[src/iecr_pkg.sv]
// shared types and constants for the icmp echo reply classifier
package iecr_pkg;

   // verdict codes
   localparam logic [1:0] VERDICT_SHORT     = 2'd0;
   localparam logic [1:0] VERDICT_REPLY     = 2'd1;
   localparam logic [1:0] VERDICT_ERROR     = 2'd2;
   localparam logic [1:0] VERDICT_UNRELATED = 2'd3;

   // register indexes on the csr port
   localparam logic [1:0] CSR_EXPECTED_IDENT = 2'd0;
   localparam logic [1:0] CSR_EXPECTED_SEQ   = 2'd1;
   localparam logic [1:0] CSR_TARGET_ADDR    = 2'd2;

   // outer ip header offsets
   localparam logic [15:0] POS_VER_IHL = 16'd0;
   localparam logic [15:0] POS_TTL     = 16'd8;

   // offsets relative to the start of the icmp message
   localparam logic [15:0] REL_TYPE      = 16'd0;
   localparam logic [15:0] REL_CODE      = 16'd1;
   localparam logic [15:0] REL_REST_0    = 16'd4;
   localparam logic [15:0] REL_REST_1    = 16'd5;
   localparam logic [15:0] REL_REST_2    = 16'd6;
   localparam logic [15:0] REL_REST_3    = 16'd7;
   localparam logic [15:0] REL_IN_PROTO  = 16'd17;
   localparam logic [15:0] REL_IN_DST_0  = 16'd24;
   localparam logic [15:0] REL_IN_DST_1  = 16'd25;
   localparam logic [15:0] REL_IN_DST_2  = 16'd26;
   localparam logic [15:0] REL_IN_DST_3  = 16'd27;
   localparam logic [15:0] REL_IN_TYPE   = 16'd28;
   localparam logic [15:0] REL_IN_IDENT0 = 16'd32;
   localparam logic [15:0] REL_IN_IDENT1 = 16'd33;

   // minimum lengths past the ip header
   localparam logic [16:0] ICMP_MIN = 17'd8;
   localparam logic [16:0] ERR_MIN  = 17'd34;

   // protocol and message types
   localparam logic [7:0] PROTO_ICMP      = 8'd1;
   localparam logic [7:0] TYPE_ECHO_REPLY = 8'd0;
   localparam logic [7:0] TYPE_ECHO_REQ   = 8'd8;

   // per-packet capture state
   typedef struct packed {
      logic [15:0] byte_count;
      logic [5:0]  ip_header_len;
      logic [7:0]  outer_ttl;
      logic [7:0]  type_seen;
      logic [7:0]  code_seen;
      logic [31:0] rest_word;
      logic [31:0] inner_dst;
      logic [7:0]  inner_proto;
      logic [7:0]  inner_type;
      logic [15:0] inner_ident;
   } snap_type;

   // configuration registers
   typedef struct packed {
      logic [15:0] expected_ident;
      logic [15:0] expected_seq;
      logic [31:0] target_addr;
   } cfg_type;

   // one result
   typedef struct packed {
      logic [1:0]  verdict;
      logic [7:0]  return_ttl;
      logic [15:0] icmp_length;
      logic [7:0]  msg_type;
      logic [7:0]  msg_code;
      logic [31:0] header_rest;
   } result_type;

endpackage

[src/iecr_capture.sv]
// per-packet field capture: byte counter and header field registers
module iecr_capture #(
   parameter int MAX_PACKET = 65535
) (
   input  logic              clock,
   input  logic              reset,
   input  logic              step,
   input  logic [7:0]        data_in,
   input  logic              last_in,
   output iecr_pkg::snap_type snap
);

   iecr_pkg::snap_type snap_ff;
   iecr_pkg::snap_type snap_in;

   logic [15:0] pos;
   logic [5:0]  hlen;
   logic [15:0] rel;

   always_comb begin
      snap_in = snap_ff;
      pos     = snap_ff.byte_count;
      hlen    = (pos == iecr_pkg::POS_VER_IHL) ? {data_in[3:0], 2'b00} : snap_ff.ip_header_len;
      rel     = pos - {10'd0, hlen};
      if (pos < 16'(MAX_PACKET)) begin
         snap_in.byte_count    = pos + 16'd1;
         snap_in.ip_header_len = hlen;
         if (pos == iecr_pkg::POS_TTL) begin
            snap_in.outer_ttl = data_in;
         end
         if (pos >= {10'd0, hlen}) begin
            case (rel)
               iecr_pkg::REL_TYPE:      snap_in.type_seen           = data_in;
               iecr_pkg::REL_CODE:      snap_in.code_seen           = data_in;
               iecr_pkg::REL_REST_0:    snap_in.rest_word[31:24]    = data_in;
               iecr_pkg::REL_REST_1:    snap_in.rest_word[23:16]    = data_in;
               iecr_pkg::REL_REST_2:    snap_in.rest_word[15:8]     = data_in;
               iecr_pkg::REL_REST_3:    snap_in.rest_word[7:0]      = data_in;
               iecr_pkg::REL_IN_PROTO:  snap_in.inner_proto         = data_in;
               iecr_pkg::REL_IN_DST_0:  snap_in.inner_dst[31:24]    = data_in;
               iecr_pkg::REL_IN_DST_1:  snap_in.inner_dst[23:16]    = data_in;
               iecr_pkg::REL_IN_DST_2:  snap_in.inner_dst[15:8]     = data_in;
               iecr_pkg::REL_IN_DST_3:  snap_in.inner_dst[7:0]      = data_in;
               iecr_pkg::REL_IN_TYPE:   snap_in.inner_type          = data_in;
               iecr_pkg::REL_IN_IDENT0: snap_in.inner_ident[15:8]   = data_in;
               iecr_pkg::REL_IN_IDENT1: snap_in.inner_ident[7:0]    = data_in;
               default: ;
            endcase
         end
      end
   end

   // fields as they stand once this byte is taken in
   assign snap = snap_in;

   always_ff @(posedge clock) begin
      if (reset) begin
         snap_ff <= '0;
      end else if (step) begin
         snap_ff <= last_in ? '0 : snap_in;
      end
   end

endmodule

[src/iecr_classify.sv]
// verdict and result fields from the captured packet fields
module iecr_classify (
   input  iecr_pkg::snap_type   snap,
   input  iecr_pkg::cfg_type    cfg,
   output iecr_pkg::result_type result
);

   logic [16:0] cc;
   logic [16:0] hl;
   logic        reply_match;
   logic        error_match;

   assign cc = {1'b0, snap.byte_count};
   assign hl = {11'd0, snap.ip_header_len};

   assign reply_match = (snap.rest_word[31:16] == cfg.expected_ident) &&
                        (snap.rest_word[15:0] == cfg.expected_seq);
   assign error_match = (snap.inner_dst == cfg.target_addr) &&
                        (snap.inner_proto == iecr_pkg::PROTO_ICMP) &&
                        (snap.inner_type == iecr_pkg::TYPE_ECHO_REQ) &&
                        (snap.inner_ident == cfg.expected_ident);

   always_comb begin
      if (cc < hl + iecr_pkg::ICMP_MIN) begin
         result.verdict = iecr_pkg::VERDICT_SHORT;
      end else if (snap.type_seen == iecr_pkg::TYPE_ECHO_REPLY) begin
         result.verdict = reply_match ? iecr_pkg::VERDICT_REPLY : iecr_pkg::VERDICT_UNRELATED;
      end else if (cc < hl + iecr_pkg::ERR_MIN) begin
         // error too short to hold the inner headers
         result.verdict = iecr_pkg::VERDICT_UNRELATED;
      end else begin
         result.verdict = error_match ? iecr_pkg::VERDICT_ERROR : iecr_pkg::VERDICT_UNRELATED;
      end
      result.return_ttl  = snap.outer_ttl;
      result.icmp_length = (cc >= hl) ? 16'(cc - hl) : 16'd0;
      result.msg_type    = snap.type_seen;
      result.msg_code    = snap.code_seen;
      result.header_rest = snap.rest_word;
   end

endmodule

[src/icmp_echo_reply_classifier.sv]
// top level: icmp echo reply classifier with request, response and csr ports
// response path: input register, then result register, which waits for a free result slot
// throughput: one packet byte per cycle, unless a last byte waits for a full result slot
// reset: synchronous, clears the byte counter, captured fields and both valid flags
// reset also sets expected_ident to 0, expected_seq to 1 and target_addr to 0
module icmp_echo_reply_classifier #(
   parameter int MAX_PACKET = 65535
) (
   input  logic        clock,
   input  logic        reset,
   // request channel: one packet byte per request
   input  logic        req_valid,
   output logic        req_ready,
   input  logic [7:0]  req_pkt_byte,
   input  logic        req_last_byte,
   // response channel: one verdict per packet
   output logic        rsp_valid,
   input  logic        rsp_ready,
   output logic [1:0]  rsp_verdict,
   output logic [7:0]  rsp_return_ttl,
   output logic [15:0] rsp_icmp_length,
   output logic [7:0]  rsp_msg_type,
   output logic [7:0]  rsp_msg_code,
   output logic [31:0] rsp_header_rest,
   // csr write channel
   input  logic        csr_valid,
   output logic        csr_ready,
   input  logic [1:0]  csr_index,
   input  logic [31:0] csr_data
);

   // input register
   logic       in_valid_ff;
   logic       in_valid_in;
   logic [7:0] in_data_ff;
   logic       in_last_ff;

   // result register
   logic                 rsp_valid_ff;
   logic                 rsp_valid_in;
   iecr_pkg::result_type rsp_ff;

   // configuration
   iecr_pkg::cfg_type cfg_ff;

   iecr_pkg::snap_type   snap;
   iecr_pkg::result_type result;

   logic out_free;
   logic step;

   // result slot is free when empty or being drained this cycle
   assign out_free = !rsp_valid_ff || rsp_ready;
   // a middle byte always moves on, a last byte needs the result slot
   assign step     = in_valid_ff && (!in_last_ff || out_free);
   assign req_ready = !in_valid_ff || step;

   assign in_valid_in  = req_ready ? req_valid : in_valid_ff;
   assign rsp_valid_in = (step && in_last_ff) || (rsp_valid_ff && !rsp_ready);

   always_ff @(posedge clock) begin
      if (reset) begin
         in_valid_ff  <= 1'b0;
         rsp_valid_ff <= 1'b0;
      end else begin
         in_valid_ff  <= in_valid_in;
         rsp_valid_ff <= rsp_valid_in;
      end
   end

   // payload registers, no reset needed
   always_ff @(posedge clock) begin
      if (req_valid && req_ready) begin
         in_data_ff <= req_pkt_byte;
         in_last_ff <= req_last_byte;
      end
      if (step && in_last_ff) begin
         rsp_ff <= result;
      end
   end

   // csr writes are always taken; unknown indexes are dropped
   assign csr_ready = 1'b1;

   always_ff @(posedge clock) begin
      if (reset) begin
         cfg_ff.expected_ident <= 16'd0;
         cfg_ff.expected_seq   <= 16'd1;
         cfg_ff.target_addr    <= 32'd0;
      end else if (csr_valid && csr_ready) begin
         unique case (csr_index)
            iecr_pkg::CSR_EXPECTED_IDENT: cfg_ff.expected_ident <= csr_data[15:0];
            iecr_pkg::CSR_EXPECTED_SEQ:   cfg_ff.expected_seq   <= csr_data[15:0];
            iecr_pkg::CSR_TARGET_ADDR:    cfg_ff.target_addr    <= csr_data;
            default: ;
         endcase
      end
   end

   // field capture, state clears after each last byte
   iecr_capture #(
      .MAX_PACKET (MAX_PACKET)
   ) u_capture (
      .clock   (clock),
      .reset   (reset),
      .step    (step),
      .data_in (in_data_ff),
      .last_in (in_last_ff),
      .snap    (snap)
   );

   // verdict from the fields including the last byte
   iecr_classify u_classify (
      .snap   (snap),
      .cfg    (cfg_ff),
      .result (result)
   );

   assign rsp_valid       = rsp_valid_ff;
   assign rsp_verdict     = rsp_ff.verdict;
   assign rsp_return_ttl  = rsp_ff.return_ttl;
   assign rsp_icmp_length = rsp_ff.icmp_length;
   assign rsp_msg_type    = rsp_ff.msg_type;
   assign rsp_msg_code    = rsp_ff.msg_code;
   assign rsp_header_rest = rsp_ff.header_rest;

endmodule

[config.mk]
export PLATFORM = sky130hd
export DESIGN_NAME = icmp_echo_reply_classifier
export DESIGN_NICKNAME = d
export VERILOG_FILES = /design/src/iecr_pkg.sv /design/src/iecr_capture.sv /design/src/iecr_classify.sv /design/src/icmp_echo_reply_classifier.sv
export SDC_FILE = /design/constraint.sdc
export NUM_CORES = 1
export LEC_CHECK = 0
export BUFFER_PORTS_ARGS = -buffer_cell sky130_fd_sc_hd__buf_2
export CAP_MARGIN = 15
export CELL_PAD_IN_SITES_DETAIL_PLACEMENT = 0
export CELL_PAD_IN_SITES_GLOBAL_PLACEMENT = 1
export CORE_ASPECT_RATIO = 2
export CORE_UTILIZATION = 25
export CTS_BUF_LIST = sky130_fd_sc_hd__clkbuf_8
export CTS_CLUSTER_DIAMETER = 120
export CTS_CLUSTER_SIZE = 40
export DETAILED_ROUTE_END_ITERATION = 8
export PLACE_DENSITY = 0.46
export SLEW_MARGIN = 30
export SYNTH_ARGS = -nofsm -noshare
export SYNTH_HDL_FRONTEND = slang
export SYNTH_SLANG_ARGS = --single-unit
export TNS_END_PERCENT = 5
[constraint.sdc]
create_clock -name clock -period 7 [get_ports clock]
set_input_delay 0.7 -clock clock [delete_from_list [all_inputs] [get_ports clock]]
set_output_delay 0.7 -clock clock [all_outputs]
set_load 0.05 [all_outputs]
### Yosys cells after proc, flatten, opt, wreduce, memory -nomap -nowiden

Index checks and enable logic that the tools add are counted.

| word-level totals | value |
|---|---|
| register bits | 291 |
| latch bits | 0 |
| bits in writable memories | 0 |
| memory bits (read-only) | 0 |
| output and inout bits | 77 |
| word-level logic and storage cells | 101 |
| memories | 0 |

| operators by class | value |
|---|---|
| add/subtract/negate cells | 5 |
| $mul | 0 |
| divide/modulo/power cells | 0 |
| $lt $le $gt $ge | 5 |
| equality and inequality tests | 22 |
| shifts and indexed selects | 0 |
| muxes and demuxes | 23 |
| bitwise operators | 0 |
| reductions and logical operators | 23 |

Operators by type and width:

| kind | count |
|---|---|
| two-way mux 142 bit | 2 |
| two-way mux 8 bit | 15 |
| two-way mux 112 bit | 1 |
| == test 16 x 5 -> 1 bit, second input constant | 6 |
| == test 16 x 3 -> 1 bit, second input constant | 4 |
| == test 16 bit | 3 |
| < comparator 16 x 17 -> 1 bit | 2 |
| == test 16 x 6 -> 1 bit, second input constant | 2 |
| == test 32 bit | 1 |
| greater-or-equal comparator 16 x 6 -> 1 bit | 2 |
| zero test 16 bit | 2 |
| subtractor 16 x 6 -> 16 bit | 2 |
| adder 16 x 1 -> 16 bit, second input constant | 1 |
| == test 16 x 1 -> 1 bit, second input constant | 1 |
| == test 16 x 4 -> 1 bit, second input constant | 1 |
| < comparator 16 bit, second input constant | 1 |
| == test 8 x 1 -> 1 bit, second input constant | 1 |
| == test 8 x 4 -> 1 bit, second input constant | 1 |
| logical AND 1 bit | 8 |
| zero test 8 bit | 1 |
| adder 6 x 4 -> 7 bit, second input constant | 1 |
| adder 6 x 6 -> 7 bit, second input constant | 1 |
| two-way mux 2 bit | 3 |
| two-way mux 6 bit | 1 |
| 7 further kinds | 15 |

### Depth between registers and ports, before layout

| depth | value |
|---|---|
| depth in word-level cells | 14 |
| gate-level depth with buffers | 24 |
| depth with buffers taken out | 20 |

### By module

Synthesis repeated with hierarchy kept, for this count alone.

| unflattened totals | value |
|---|---|
| cells, all modules | 1,409 |
| area, all modules | 14,975.6 um^2 |

By module, submodules not included:

| module | times used | cells each | area each (um^2) | sequential area each (um^2) |
|---|---|---|---|---|
| iecr_capture | 1 | 770 | 7,492.2 | 2,842.7 |
| icmp_echo_reply_classifier | 1 | 345 | 5,280.1 | 3,813.7 |
| iecr_classify | 1 | 294 | 2,203.4 | 0.0 |

### Least setup slack after synthesis

No wires, ideal clock.

| path | value |
|---|---|
| kind | flip-flop to flip-flop |
| start point | register u_capture.snap_ff, in the netlist u_capture.pos[13] |
| end point | register rsp_ff, in the netlist rsp_verdict[0], data pin |
| library setup time | 0.254 ns |
| arrival | 5.923 ns |
| slack | 0.822 ns |
| stages on the path, launching flop included | 22 |
| period minus slack after synthesis | 6.178 ns |
| cells stage by stage | dfxtp_1 -> clkbuf_1 -> or2_2 -> nand4b_1 -> nor4_1 -> nor2b_1 -> clkbuf_1 -> mux2_2 -> inv_1 -> ha_1 -> a211oi_1 -> o21a_1 -> mux2i_1 -> nand4_1 -> or4_4 -> buf_6 -> nor3_4 -> mux2i_1 -> o22ai_1 -> or4_1 -> or4_1 -> o21a_1 |

| on the way | value |
|---|---|
| cells in the longest elaborated chain, start to end | 14 |
| elaborated cells on any way between the ends | 41 |

RTL lines:

| what | line | source |
|---|---|---|
| from (decl) | iecr_capture.sv:13 | `iecr_pkg::snap_type snap_ff;` |
| from (signal assigned) | iecr_capture.sv:60 | `snap_ff <= last_in ? '0 : snap_in;` |
| zero test 16 bit | iecr_capture.sv:23 | `hlen = (pos == iecr_pkg::POS_VER_IHL) ? {data_in[3:0], 2'b00} : snap_ff.ip_header_len;` |
| two-way mux 6 bit | iecr_capture.sv:23 |  |
| subtractor 16 x 6 -> 16 bit | iecr_capture.sv:24 | `rel = pos - {10'd0, hlen};` |
| == test 16 x 5 -> 1 bit | iecr_capture.sv:32 | `case (rel)` |
| two-way mux 8 bit | iecr_capture.sv:32 |  |
| two-way mux 112 bit | iecr_capture.sv:31 | `if (pos >= {10'd0, hlen}) begin` |
| two-way mux 142 bit * | iecr_capture.sv:25 | `if (pos < 16'(MAX_PACKET)) begin` |
| == test 32 bit or == test 8 x 1 -> 1 bit (tied branches) | iecr_classify.sv:18, iecr_classify.sv:19 |  |
| logical AND 1 bit | iecr_classify.sv:18 | `assign error_match = (snap.inner_dst == cfg.target_addr) &&` |
| logical AND 1 bit | iecr_classify.sv:19 | `(snap.inner_proto == iecr_pkg::PROTO_ICMP) &&` |
| logical AND 1 bit | iecr_classify.sv:20 | `(snap.inner_type == iecr_pkg::TYPE_ECHO_REQ) &&` |
| two-way mux 1 bit | iecr_classify.sv:32 | `result.verdict = error_match ? iecr_pkg::VERDICT_ERROR : iecr_pkg::VERDICT_UNRELATED;` |
| two-way mux 2 bit | iecr_classify.sv:28 | `end else if (cc < hl + iecr_pkg::ERR_MIN) begin` |
| two-way mux 2 bit | iecr_classify.sv:26 | `end else if (snap.type_seen == iecr_pkg::TYPE_ECHO_REPLY) begin` |
| to (signal assigned) | icmp_echo_reply_classifier.sv:78 | `rsp_ff <= result;` |
| to (decl) | icmp_echo_reply_classifier.sv:41 | `iecr_pkg::result_type rsp_ff;` |

Mark *: on every way between the ends. The rest lies on a longest branch, timed or not.
A chain may end at the register's enable or synchronous reset.

### Final worst setup path

| path | value |
|---|---|
| start point | register u_capture.snap_ff, in the netlist u_capture.pos[15] |
| end point | register rsp_ff, in the netlist rsp_verdict[0], data pin |

Same word-level chain as after synthesis.

==> run_results.csv <==
group,metric,value,unit
synthesis,ys_seq_elements,291,
timing,setup_slack,0.5086,ns
synthesis,synthFlopType,"dfxtp_1",
status,status,"complete, no violations",
drt,route.detailed.drc,0,
placement,place_congestion,0.9049,
clocking,hold_buffers,0,
critical_path,critPathLaunch,"u_capture.pos[15]",
die,die_h,349.3,um
global_routing,antenna_found_initial,1,
drt,ant_nets,0,
timing,slew_headroom,32.65,%
die,io_pins,125,
synthesis,ys_warn_count,0,
timing,min_period_over_period,92.73,%
timing,hold_slack,0.2198,ns
timing,worst_pin_slew,1.010,ns
timing,fmax,154.1,MHz
die,start_util,25.23,%
timing,tns,0,ns
placement,preCtsSetupSlack,0.3620,ns
placement,port_buffers,123,
global_routing,grt_use_total,21.01,%
job,cap_violations,0,
critical_path,critical_path_peak_fanout,11,
clocking,clock_latency,0.64,ns
timing,finalHoldViolCount,0,
cells_and_area,fillers,6539,
synthesis,yosys.area.top_type_share,27.62,%
clocking,path_clk_slew,0.26,ns
critical_path,r2r_cells,19,
clocking,cts_buffers,11,
drt,drtIter0Drc,876,
synthesis,netlist_top_cells_area,"dfxtp_1, edfxtp_1, a22oi_1",
timing,finClkSkew,0.04307,ns
critical_path,critPathLaunchType,"register",
synthesis,synth-edff-count,83,
die,fp.dieW,175.6,um
placement,dp_hpwl,49.27,mm
cells_and_area,drive_above_1_share,13.86,%
synthesis,synth_area,0.01507,mm^2
synthesis,synthMostInstantiatedCell,"nor2_1",
critical_path,r2r_slack,0.51,ns
synthesis,async_flop_share,0,%
hold_path,min-delay-start,"req_pkt_byte[5]",
clocking,clock_sinks,291,
synthesis,synth.largest_area_cell,"dfxtp_1",
critical_path,crit_path_end_kind,"register",
synthesis,yosys-top-cells-count,"nor2_1, nand2_1, dfxtp_1",
die,placementRows,127,
timing,setup_viol,0,
synthesis,syn-num-nets,1809,
power,worst_ir_drop_vdd,164.2,uV
power,p_leak,6.123,nW
die,fp.coreArea,0.05975,mm^2
cells_and_area,final_nets,1899,
critical_path,worstSetupEndpoint,"rsp_verdict[0]",
global_routing,grt_pass1_vias,13239,
synthesis,synthCells,1732,
drt,via_per_inst,5.177,
clocking,cts_tree,"yes",
timing,period_needed,6.491,ns
global_routing,grt_max_degree,111,
hold_path,min_path_type,"in -> reg",
critical_path,path_class,"reg -> reg",
synthesis,yosysSeqAreaShare,44.16,%
clocking,h-tree-depth,1,
critical_path,worst-endpoint-arrival,6.93,ns
die,dieArea,0.06134,mm^2
synthesis,yosysUniqueCellTypes,83,
cells_and_area,synthToLayoutAreaGrowth,12.68,%
global_routing,grt_pass1_wl,93.32,mm
drt,vias,13466,
drt,routed_wl,65.07,mm
clocking,clock_path_buffers,3,
critical_path,crit_required,7.44,ns
critical_path,rr_startpoint,"u_capture.pos[15]",
critical_path,reg2reg_to,"rsp_verdict[0]",
clocking,clockRootBuffer,"clkbuf_8",
power,powerDensity,171.2,mW/mm^2
timing,rsz0062_at_grt,"false",
global_routing,overflow,0,
timing,slew_viol_final,0,
drt,wl_per_cell,25.02,um
synthesis,syn_avg_cell_area,8.703,um^2
drt,first_pass_iters,9,
-- flip-flops by register name, indices dropped and copies added (netlist names) --
| register | count |
|---|---|
| rsp_return_ttl | 8 |
| rsp_header_rest | 32 |
| rsp_valid | 1 |
| rsp_icmp_length | 16 |
| rsp_verdict | 2 |
| rsp_msg_code | 8 |
| cfg_ff | 64 |
| in_last_ff | 1 |
| in_valid_ff | 1 |
| in_data_ff | 8 |
| rsp_msg_type | 8 |
| u_capture.snap_ff | 126 |
| u_capture.pos | 16 |
-- stage by stage --
step                      total power, mW  util, %  instances  cell area [um^2]
final                               2.908    28.43       2601             16990
after floorplan                     2.023        -       1732             15070
after global routing                3.036    28.43       2601             16990
after CTS                           2.969    28.36       2596             16940
after global placement              2.186    27.95       2579             16700
after detailed placement            2.186    27.98       2579             16720
-- logic make-up (layout without fill, tap and decap cells) --
| logic type | Yosys count | count (layout) | synth area share (%) |
|---|---|---|---|
| simple gates | 661 | 661 | 20.62 |
| compound gates | 446 | 446 | 19.75 |
| flops | 291 | 291 | 44.16 |
| buf+inv | 174 | 268 | 4.615 |
| mux | 71 | 71 | 4.905 |
| xor+xnor | 59 | 59 | 3.428 |
| fa+ha+maj | 29 | 29 | 2.507 |
| other cells | 1 | 2 | 0.02488 |
-- cells in the final DEF, fill, tap and decap left out, types with 11 or more instances in the layout --
cell      netlist  layout
a21oi_1       100     100
buf_2          10     122
nor2b_1        19      19
nor3_1         21      20
nand2_1       212     211
nand3_1        38      38
and3_1         13      12
mux2_2         22      22
inv_1          59      62
o211ai_1       15      15
nand2b_1       17      17
xor2_1         32      32
dfxtp_1       208     208
clkbuf_8        0      11
o22ai_1        18      18
nor4_1         17      16
nor2_1        217     216
xnor2_1        27      27
o21ai_0        74      74
buf_4           2      66
a22oi_1       136     136
nand4_1        30      30
edfxtp_1       83      83
mux2i_1        48      48
ha_1           27      27
-- worst min-delay path by stage --
stage	endpoint	slack, ns	cells past startpoint
2_1_floorplan	cfg_ff[29]	0.44	2
3_3_place_gp	cfg_ff[57]	0.45	2
3_5_place_dp	cfg_ff[57]	0.46	2
4_1_cts	in_data_ff[4]	0.19	1
5_1_grt	in_data_ff[4]	0.18	1
6_report	in_data_ff[5]	0.22	1
-- critical path, stage by stage (launching register included) --
cell and delay (ns):
dfxtp_1 0.46, or2_2 0.36, nand4b_1 0.26, nor4_2 0.35, nor2b_1 0.23, buf_4 0.22, mux2i_1 0.25, ha_1 0.29
a2111oi_2 0.45, o21a_1 0.24, mux2i_1 0.35, nand4_1 0.26, or4_4 0.68, nor3_4 0.31, buf_4 0.18, mux2i_1 0.17
o22ai_1 0.09, or4_1 0.51, or4_1 0.43, o21a_1 0.20
-- layer usage --
metal / global-route usage [%] / share of wire (%) / vias to the layer above
met4: 12.07 / 6.2 / 0
met3: 1.490 / 3.2 / 127
met1: 21.71 / 36 / 6529
li1: - / - / 6404
met2: 40.77 / 54 / 406
met5: 0 / 0 / -
-- repair_timing --
item | CTS | global route
endpoints found under the setup margin | 0 | 1
buffers inserted | 0 | 4
resized for setup | 0 | 2
-- final cells by class --
class / count / area [um^2] / area share [%]
multi-input combinational: 1267 / 7776 / 45.78
tap: 774 / 968.4 / 5.701
clock buffer: 11 / 151.4 / 0.8913
antenna: 1 / 2.502 / 0.01473
inverter: 61 / 229.0 / 1.348
clock inverter: 6 / 73.82 / 0.4346
sequential: 291 / 6656 / 39.19
timing repair buffer: 190 / 1129 / 6.644
-- power by group --
part           total, mW  internal [mW]  switching [mW]
sequential          1.79           1.76          0.0336
clock              0.759          0.197           0.563
combinational      0.356         0.0949           0.261
Power figures use the tool's default switching activity.
